File: src/prdb_pkg.sv
// Shared types and constants for the page range dirty bitmap.
package prdb_pkg;

   localparam int WORD_BITS = 32;
   localparam int BIT_IDX_W = 5;
   localparam logic [WORD_BITS-1:0] WORD_ONES = {WORD_BITS{1'b1}};
   localparam logic [BIT_IDX_W-1:0] BIT_IDX_MAX = 5'd31;

   typedef enum logic [1:0] {
      OP_TEST     = 2'd0,
      OP_CLEAR    = 2'd1,
      OP_MARK     = 2'd2,
      OP_MARK_ALL = 2'd3
   } op_type;

   typedef enum logic [2:0] {
      ST_IDLE,
      ST_SWEEP,
      ST_PREP,
      ST_PAGES,
      ST_READ,
      ST_EXEC,
      ST_DONE
   } state_type;

   // Controls for the word unit: the operation and the bit span inside one word.
   typedef struct packed {
      op_type               op;
      logic [BIT_IDX_W-1:0] lo;
      logic [BIT_IDX_W-1:0] hi;
   } wctl_type;

endpackage

File: src/prdb_word_unit.sv
// Shared word unit: builds the bit span mask and tests, clears or marks one word.
module prdb_word_unit (
   input  prdb_pkg::wctl_type              ctl,
   input  logic [prdb_pkg::WORD_BITS-1:0]  rd_data,
   output logic [prdb_pkg::WORD_BITS-1:0]  wr_data,
   output logic                            hit
);

   logic [prdb_pkg::WORD_BITS-1:0] hi_mask;
   logic [prdb_pkg::WORD_BITS-1:0] lo_mask;
   logic [prdb_pkg::WORD_BITS-1:0] mask;

   always_comb begin
      hi_mask = prdb_pkg::WORD_ONES >> (prdb_pkg::BIT_IDX_MAX - ctl.hi);
      lo_mask = prdb_pkg::WORD_ONES << ctl.lo;
      mask    = hi_mask & lo_mask;
      hit     = |(rd_data & mask);
      case (ctl.op)
         prdb_pkg::OP_CLEAR: wr_data = rd_data & ~mask;
         prdb_pkg::OP_MARK:  wr_data = rd_data | mask;
         default:            wr_data = rd_data;
      endcase
   end

endmodule

File: config.mk
export PLATFORM = sky130hd
export DESIGN_NAME = prdb_word_unit
export DESIGN_NICKNAME = d
export VERILOG_FILES = /design/src/prdb_pkg.sv /design/src/prdb_word_unit.sv
export SDC_FILE = /design/constraint.sdc
export NUM_CORES = 1
export LEC_CHECK = 0
export BUFFER_PORTS_ARGS = -buffer_cell sky130_fd_sc_hd__clkbuf_2
export CAP_MARGIN = 20
export CORE_MARGIN = 2
export CORE_UTILIZATION = 44
export DETAILED_ROUTE_END_ITERATION = 8
export PLACE_DENSITY = 0.81
export SYNTH_ARGS = -nofsm -noshare
export SYNTH_HDL_FRONTEND = slang
export SYNTH_SLANG_ARGS = --single-unit
export TNS_END_PERCENT = 20
File: constraint.sdc
create_clock -name vclk -period 1.7
set_clock_uncertainty 0.2 [all_clocks]
set_input_delay 0.085 -clock vclk [all_inputs]
set_output_delay 0.085 -clock vclk [all_outputs]
set_load 0.02 [all_outputs]
==> results.py, run 1 <==
metrics = {
    "setup_path": {
        "critPathTopFamily": "simple AND/OR/NAND/NOR gates",
        "cp.required_ps": 1410,
        "startpoint_type": "input pin",
        "worstSetupEndpointType": "output pin",
        "worst-path-max-fanout": 6,
        "crit_start": "ctl[6]",
        "cp_slowest_cell": "nor4_2",
        "arrival_ps": 1700,
        "path_cells": "buf_2 > buf_4 > nand3_1 > o2111ai_2 > o2111ai_2 > nor4_2 > nand3_1 > buf_6",
        "critPathKind": "input pin to output pin",
        "worst-path-buf-inv": 3,
        "slowest_delay_ps": 370,
    },
    "finish": {
        "drive_gt1_frac": 0.5872,
        "ff_latch_area_um2": 0,
        "fin_nets": 455,
        "area_growth_pct": 98.75,
        "fin_util": 0.9006,
        "nFlopsAndLatches": 0,
        "antenna_cells": 0,
        "clkbuf_count": 0,
    },
    "global_route": {
        "grt_max_degree": 25,
        "antenna_found_initial": 0,
        "grt_pass1_vias": 2532,
        "grt.overflow.total": 0,
        "track_usage": 0.3733,
        "grt_pass1_wl_um": 11870,
    },
    "worst_hold_path": {
        "min_from": "rd_data[14]",
        "hold_depth": 4,
        "hp-class": "input pin to output pin",
        "min_to": "wr_data[14]",
    },
    "power_and_ir_drop": {
        "fin_total_pwr_w": 0.001067,
        "max-vdd-ir-drop_uv": 250.2,
        "powerDensity_nw_per_um2": 357.8,
        "p_leak_nw": 1.417,
    },
    "synth": {
        "yosys_warnings": 0,
        "netlist_area_um2": 1500,
        "seq_area_frac_synth": 0,
        "postSynthCellCount": 263,
        "synth_cell_types": 51,
        "yosys.area.top_type": "a21oi_1",
        "synthesis.nets": 309,
        "avgSynthCellArea_um2": 5.704,
        "synth_top_area_share": 0.1334,
        "synth_area_leaders": "a21oi_1 13%, nor2_1 10%, inv_1 5.3%, nand3_1 5.0%, o2111ai_1 4.7%",
    },
    "place": {
        "portBuffers": 77,
        "hpwl_um": 5811,
        "gp_congestion": 1.025,
    },
    "drt": {
        "wl_per_cell_um": 19.44,
        "drt-pass1-iter-count": 5,
        "drcViolationCount": 0,
        "vias_per_cell": 6.459,
        "final_antenna_net_count": 0,
        "drt_iter0_drc": 360,
        "vias": 2926,
        "drt_wl_total_um": 8806,
    },
    "die": {
        "die_h_um": 62.39,
        "fp.coreArea_um2": 3311,
        "initial_utilization": 0.4531,
        "pin_count": 77,
        "die_area_um2": 3893,
        "die_x_um": 62.39,
        "rows": 21,
    },
    "clock_network": {
        "cts_hold_buf": 0,
    },
    "run_status": {
        "outcome": "finished, violations left",
        "violations": "negative setup slack",
    },
    "sta": {
        "post-route-min-period_ps": 1983,
        "fin_crit_sh": 1.167,
        "tightest_slew_ps": 347.3,
        "relSlewSlack": 0.7675,
        "finalHoldViolCount": 0,
        "maxSlewViolCount": 0,
        "finalSetupViolations": 8,
        "fmax_ghz": 0.5042,
        "rsz0062_at_grt": "yes",
        "fin_ws_ps": -283.3,
        "finalSetupTns_ps": -571.5,
    },
    "flow_run": {
        "drv_cap": 0,
    },
}
[routing by layer]
layer / up-vias / track usage / routed length, um / share of wire
met4: 0 / 0.1333 / 537 / 0.061
met1: 1306 / 0.4670 / 3176 / 0.36
met5: - / 0 / 0 / 0
met3: 75 / 0.03784 / 937 / 0.11
li1: 1280 / - / - / -
met2: 265 / 0.6644 / 4154 / 0.47
[power by group]
group,switching [W],internal [W],total [W]
sequential,0,0,0
clock,0,0,0
combinational,0.000592,0.000475,0.00107
[cell usage after synthesis, types with 2 or more instances]
cell / instances
buf_2: 6
o21ai_0: 13
o22ai_1: 10
a31oi_1: 3
nand4_1: 9
inv_1: 21
a21oi_1: 40
clkbuf_1: 11
ha_1: 2
o21ai_1: 2
and2_1: 3
a22o_1: 3
o221ai_1: 3
nand2b_1: 2
buf_6: 2
a21o_1: 2
nor2_1: 40
a41oi_1: 2
nand3_1: 15
and3_1: 5
or2_2: 4
nor3_1: 4
buf_4: 5
o2111ai_1: 8
or3_1: 3
o211ai_1: 9
nand2_1: 12
[final cells by class]
class                      instances  area (um^2)
inverter                          21        78.83
tap                               46        57.56
multi-input combinational        217         1570
timing repair buffer             169         1275
fill                             178        329.1
[stage by stage]
stage | setup slack, ps | std cells | instance area [um^2] | hold WS [ps]
3_5_place_dp | -275.8 | 447 | 2557 | 312.2
4_1_cts | -288.0 | 446 | 2700 | 312.6
2_1_floorplan | -40.15 | 263 | 1569 | 118.4
3_3_place_gp | -258.7 | 447 | 2557 | 311.5
5_1_grt | -403.5 | 453 | 2982 | 341.6
6_report | -283.3 | 453 | 2982 | 328.7
[timing repair]
action,4_1_cts,5_1_grt
endpoints found under the setup margin,25,33
setup buffers,0,6
pin swaps,4,14
endpoints found under the hold margin,0,0
gates resized for setup,39,81
gates cloned,0,1
[kinds of logic (layout without fill, tap and decap cells)]
kind of cell	Yosys count	count (layout)	synth area share
and+or+nand+nor	102	102	0.3286
buffers and inverters	46	190	0.1426
AOI/OAI and AO/OA	113	113	0.5121
adders and majority gates	2	2	0.01668
[cell usage in the layout (no fill, tap or decap), types with 3 or more instances in the layout]
cell / Yosys / layout
or2_2: 4 / 3
o21ai_0: 13 / 5
nor2_1: 40 / 22
nor2_2: 1 / 18
and3_1: 5 / 5
o21ai_2: 1 / 4
o22ai_1: 10 / 6
nand3_1: 15 / 15
o2111ai_2: 0 / 4
buf_2: 6 / 4
a21oi_1: 40 / 33
buf_12: 0 / 4
o221ai_2: 1 / 3
a31oi_1: 3 / 3
o21ai_1: 2 / 6
nand4_1: 9 / 9
buf_4: 5 / 85
o22ai_2: 0 / 4
a21oi_2: 0 / 7
buf_6: 2 / 17
o211ai_1: 9 / 9
clkbuf_8: 0 / 4
nand2_1: 12 / 10
inv_1: 21 / 20
o2111ai_1: 8 / 4
clkbuf_2: 0 / 52
[worst max-delay path by stage]
stage,slack (ps),cells after the start,end
2_1_floorplan,-40,6,hit
3_3_place_gp,-260,7,hit
3_5_place_dp,-280,7,hit
4_1_cts,-290,7,hit
5_1_grt,-400,8,hit
6_report,-280,8,hit
No activity file was read; power rests on OpenSTA's default activity.
==> run 2, diff against run 1 <==
==> config.mk (replaced) <==
export PLATFORM = sky130hd
export DESIGN_NAME = prdb_word_unit
export DESIGN_NICKNAME = d
export VERILOG_FILES = /design/src/prdb_pkg.sv /design/src/prdb_word_unit.sv
export SDC_FILE = /design/constraint.sdc
export NUM_CORES = 1
export LEC_CHECK = 0
export CAP_MARGIN = 5
export CELL_PAD_IN_SITES_DETAIL_PLACEMENT = 0
export CELL_PAD_IN_SITES_GLOBAL_PLACEMENT = 1
export CORE_MARGIN = 2
export CORE_UTILIZATION = 40
export DETAILED_ROUTE_END_ITERATION = 8
export DONT_BUFFER_PORTS = 1
export PLACE_DENSITY_LB_ADDON = 0.1
export SYNTH_ARGS = -nofsm -noshare
export SYNTH_HDL_FRONTEND = slang
export SYNTH_SLANG_ARGS = --single-unit
export TNS_END_PERCENT = 20
==> results.py, run 2 (synthesis gave the netlist of run 1 again) <==
metrics = {
    "drt": {
        "drt-pass1-iter-count": 4,
        "vias": 2100,
        "wl_per_cell_um": 18.38,
        "final_antenna_net_count": 0,
        "drt_iter0_drc": 136,
        "drcViolationCount": 0,
        "vias_per_cell": 6.344,
        "drt_wl_total_um": 6083,
    },
    "setup_path": {
        "worst-path-buf-inv": 1,
        "critPathKind": "input pin to output pin",
        "cp.required_ps": 1410,
        "critPathTopFamily": "simple AND/OR/NAND/NOR gates",
        "worst-path-max-fanout": 23,
        "path_cells": "or4_4 > o211ai_2 > o221ai_2 > a2111oi_2 > nand3_1 > buf_4",
        "arrival_ps": 1590,
        "crit_cells": 6,
        "cp_slowest_cell": "or4_4",
        "startpoint_type": "input pin",
        "critical_path.endpoint": "hit",
        "worstSetupEndpointType": "output pin",
        "slowest_delay_ps": 530,
        "crit_start": "ctl[4]",
    },
    "sta": {
        "fin_crit_sh": 1.106,
        "fmax_ghz": 0.5320,
        "rsz0062_at_grt": "yes",
        "relSlewSlack": 0.7193,
        "finalHoldViolCount": 0,
        "maxSlewViolCount": 0,
        "finalSetupViolations": 1,
        "tightest_slew_ps": 415.6,
        "fin_ws_ps": -179.6,
        "finalSetupTns_ps": -179.6,
        "post-route-min-period_ps": 1880,
    },
    "finish": {
        "drive_gt1_frac": 0.2792,
        "design_area_um2": 1856,
        "ff_latch_area_um2": 0,
        "final_cell_mix": "43 x buf_4, 39 x a21oi_1, 25 x nor2_1",
        "clkbuf_count": 0,
        "antenna_cells": 0,
        "area_growth_pct": 23.69,
        "layout_commonest_cell": "buf_4",
        "fin_nets": 331,
        "nFlopsAndLatches": 0,
    },
    "clock_network": {
        "cts_setup_buffers": 0,
        "cts_hold_buf": 0,
    },
    "global_route": {
        "antenna_found_initial": 0,
        "grt_pass1_vias": 1949,
        "grt_max_degree": 24,
        "grt.overflow.total": 0,
        "grt_pass1_wl_um": 9956,
        "track_usage": 0.2918,
    },
    "die": {
        "die_x_um": 65.24,
        "rows": 22,
        "initial_utilization": 0.4129,
        "pin_count": 77,
        "die_area_um2": 4256,
        "die_h_um": 65.24,
        "fp.coreArea_um2": 3633,
    },
    "power_and_ir_drop": {
        "powerDensity_nw_per_um2": 341.0,
        "p_leak_nw": 0.7617,
        "max-vdd-ir-drop_uv": 109.2,
    },
    "flow_run": {
        "drv_cap": 0,
    },
    "worst_hold_path": {
        "hp-class": "input pin to output pin",
    },
    "run_status": {
        "outcome": "finished, violations left",
        "violations": "negative setup slack",
    },
    "place": {
        "placed_area_um2": 1854,
        "gp_congestion": 0.9114,
        "portBuffers": 0,
        "dp_slack_ps": -190.9,
        "hpwl_um": 4890,
    },
}
run 2: cell types whose count changed in the layout (fill, tap and decap cells not counted), moves of 6 or more:
cell      before  now
clkbuf_2      52    0
a21oi_1       33   39
a21oi_2        7    1
o21ai_0        5   13
buf_4         85   43
buf_6         17    0
run 2: cell type report:
class / instances / area, um^2
Multi-Input combinational cell: 217 / 1354
Timing Repair Buffer: 45 / 362.8
Inverter: 21 / 78.83
Tap cell: 48 / 60.06
Fill cell: 414 / 1778
run 2: metrics by stage:
stage / power [W] / hold slack [ps] / util / cells
finish: 0.0006328 / 131.5 / 0.5107 / 331
global route: 0.0006909 / 137.0 / 0.5107 / 331
CTS: 0.0006290 / 132.6 / 0.5103 / 331
detailed placement: 0.0006268 / 132.6 / 0.5103 / 331
global placement: 0.0006269 / 131.2 / 0.5103 / 331
floorplan: 0.0004763 / 118.4 / - / 263
run 2: layer usage:
| metal | GRT usage | share of wire |
|---|---|---|
| met3 | 0.03253 | 0.085 |
| met1 | 0.4172 | 0.44 |
| met2 | 0.4694 | 0.45 |
| met4 | 0.06250 | 0.020 |
| met5 | 0 | 0 |
run 2: worst min path at each step:
stage / depth (start not counted) / end / from / slack [ps]
2_1_floorplan: 2 / wr_data[14] / rd_data[14] / 120
4_1_cts: 2 / wr_data[9] / rd_data[9] / 130
5_1_grt: 2 / wr_data[9] / rd_data[9] / 140
3_3_place_gp: 2 / wr_data[9] / rd_data[9] / 130
6_report: 2 / wr_data[9] / rd_data[9] / 130
3_5_place_dp: 2 / wr_data[9] / rd_data[9] / 130
run 2: repair_timing:
action / in CTS / in global routing
endpoints found under the hold margin: 0 / 0
gates resized for setup: 0 / 1
endpoints found under the setup margin: 1 / 1
pin swaps: 1 / 0
run 2: power by group:
group / leakage, nW / switching (W) / total [W] / internal, W
Combinational: 0.762 / 0.000383 / 0.000633 / 0.000250
Sequential: 0 / 0 / 0 / 0
Clock: 0 / 0 / 0 / 0
Total: 0.762 / 0.000383 / 0.000633 / 0.000250
==> run 3, diff against run 2 <==
--- a/config.mk
+++ b/config.mk
@@ -6,13 +6,11 @@
 export NUM_CORES = 1
 export LEC_CHECK = 0
 export CAP_MARGIN = 5
-export CELL_PAD_IN_SITES_DETAIL_PLACEMENT = 0
-export CELL_PAD_IN_SITES_GLOBAL_PLACEMENT = 1
 export CORE_MARGIN = 2
-export CORE_UTILIZATION = 40
+export CORE_UTILIZATION = 50
 export DETAILED_ROUTE_END_ITERATION = 8
 export DONT_BUFFER_PORTS = 1
-export PLACE_DENSITY_LB_ADDON = 0.1
+export PLACE_DENSITY = 0.68
 export SYNTH_ARGS = -nofsm -noshare
 export SYNTH_HDL_FRONTEND = slang
 export SYNTH_SLANG_ARGS = --single-unit
==> results.py, run 3 (synthesis gave the netlist of run 1 again) <==
metrics = {
    "sta": {
        "rsz0062_at_grt": "yes",
        "tightest_slew_ps": 495.3,
        "finalSetupViolations": 1,
        "fmax_ghz": 0.5517,
        "relSlewSlack": 0.6655,
        "fin_crit_sh": 1.066,
        "finalSetupTns_ps": -112.7,
        "fin_ws_ps": -112.7,
        "maxSlewViolCount": 0,
        "post-route-min-period_ps": 1813,
        "finalHoldViolCount": 0,
    },
    "finish": {
        "fin_nets": 327,
        "fin_util": 0.6481,
        "antenna_cells": 0,
        "final.fill_count": 291,
        "area_growth_pct": 21.18,
        "ff_latch_area_um2": 0,
        "multi_input_area_um2": 1393,
        "final_cell_mix": "41 x buf_4, 39 x a21oi_1, 25 x nor2_1",
        "nFlopsAndLatches": 0,
        "clkbuf_count": 0,
        "layout.cells.non_filler": 310,
        "layout_commonest_cell": "buf_4",
        "drive_gt1_frac": 0.2796,
    },
    "drt": {
        "drt_wl_total_um": 5605,
        "drt_iter0_drc": 147,
        "final_antenna_net_count": 0,
        "drcViolationCount": 6,
        "wl_per_cell_um": 18.08,
        "vias_per_cell": 6.855,
        "drt-pass1-iter-count": 7,
        "vias": 2125,
    },
    "run_status": {
        "outcome": "finished, violations left",
        "violations": "design-rule violations, negative setup slack",
    },
    "setup_path": {
        "critPathKind": "input pin to output pin",
        "critPathTopFamily": "simple AND/OR/NAND/NOR gates",
        "cp_slowest_cell": "or4_4",
        "cp.required_ps": 1410,
        "startpoint_type": "input pin",
        "arrival_ps": 1530,
        "slowest_delay_ps": 550,
        "worstSetupEndpointType": "output pin",
        "worst-path-buf-inv": 1,
        "path_cells": "or4_4 > o211ai_4 > o221ai_2 > a2111oi_4 > nand3_1 > buf_4",
        "worst-path-max-fanout": 23,
    },
    "global_route": {
        "grt_max_degree": 24,
        "track_usage": 0.3110,
        "antenna_found_initial": 0,
        "grt_pass1_wl_um": 8576,
        "grt_pass1_vias": 1706,
        "grt.overflow.total": 0,
    },
    "place": {
        "gp_congestion": 0.9561,
        "hpwl_um": 4447,
        "placed_cells": 309,
        "portBuffers": 0,
        "dp_slack_ps": -78.41,
    },
    "worst_hold_path": {
        "hold_depth": 2,
        "min_from": "rd_data[4]",
        "hp-class": "input pin to output pin",
        "min_to": "wr_data[4]",
    },
    "die": {
        "rows": 19,
        "die_x_um": 58.78,
        "die_area_um2": 3455,
        "fp.coreArea_um2": 2805,
        "pin_count": 77,
        "initial_utilization": 0.5348,
        "die_h_um": 58.78,
    },
    "power_and_ir_drop": {
        "fin_total_pwr_w": 0.0006252,
        "max-vdd-ir-drop_uv": 139.6,
        "powerDensity_nw_per_um2": 343.9,
        "p_leak_nw": 0.7412,
    },
    "flow_run": {
        "drv_cap": 0,
    },
}
-- run 3: cell types whose count changed in the layout (fill, tap and decap cells not counted) --
cell / change
o2111ai_1: -1
o2111ai_2: +1
o211ai_4: +1
nor4_1: -1
buf_12: -2
o211ai_2: -1
nor4_2: +1
buf_4: -2
a2111oi_1: -1
a2111oi_4: +1
-- run 3: cell type report --
class	count	area share
Timing Repair Buffer	41	0.1693
Tap cell	31	0.02134
Inverter	21	0.04336
Multi-Input combinational cell	217	0.7660
-- run 3: stage by stage --
step | instance area (um^2) | hold slack (ps)
after floorplan | 1569 | 118.4
after global placement | 1770 | 130.4
after detailed placement | 1770 | 135.6
after CTS | 1772 | 135.6
after global routing | 1818 | 143.1
final | 1818 | 133.2
-- run 3: repair_timing --
action                     in CTS  in global routing
gates resized for setup         1                  5
pin swaps                       1                  2
buffers inserted                0                  1
setup endpoints to repair       1                  1
hold buffers                    0                  0
-- run 3: worst max path at each step --
stage,from,endpoint,slack [ps],cells after the start
detailed placement,ctl[4],hit,-80,6
global placement,ctl[4],hit,-70,6
floorplan,ctl[2],hit,-40,6
finish,ctl[4],hit,-110,6
CTS,ctl[4],hit,-70,6
global route,ctl[4],hit,-190,6
-- run 3: power by group --
group	internal, W	switching (W)	total [W]
Sequential	0	0	0
Combinational	0.000241	0.000384	0.000625
Clock	0	0	0
-- run 3: routing by layer --
layer,global-route usage,wire [um],vias to the layer above
li1,-,-,1018
met1,0.4696,2301,951
met2,0.4794,2502,146
met3,0.05934,718,10
met4,0.01299,82,0
met5,0,0,-
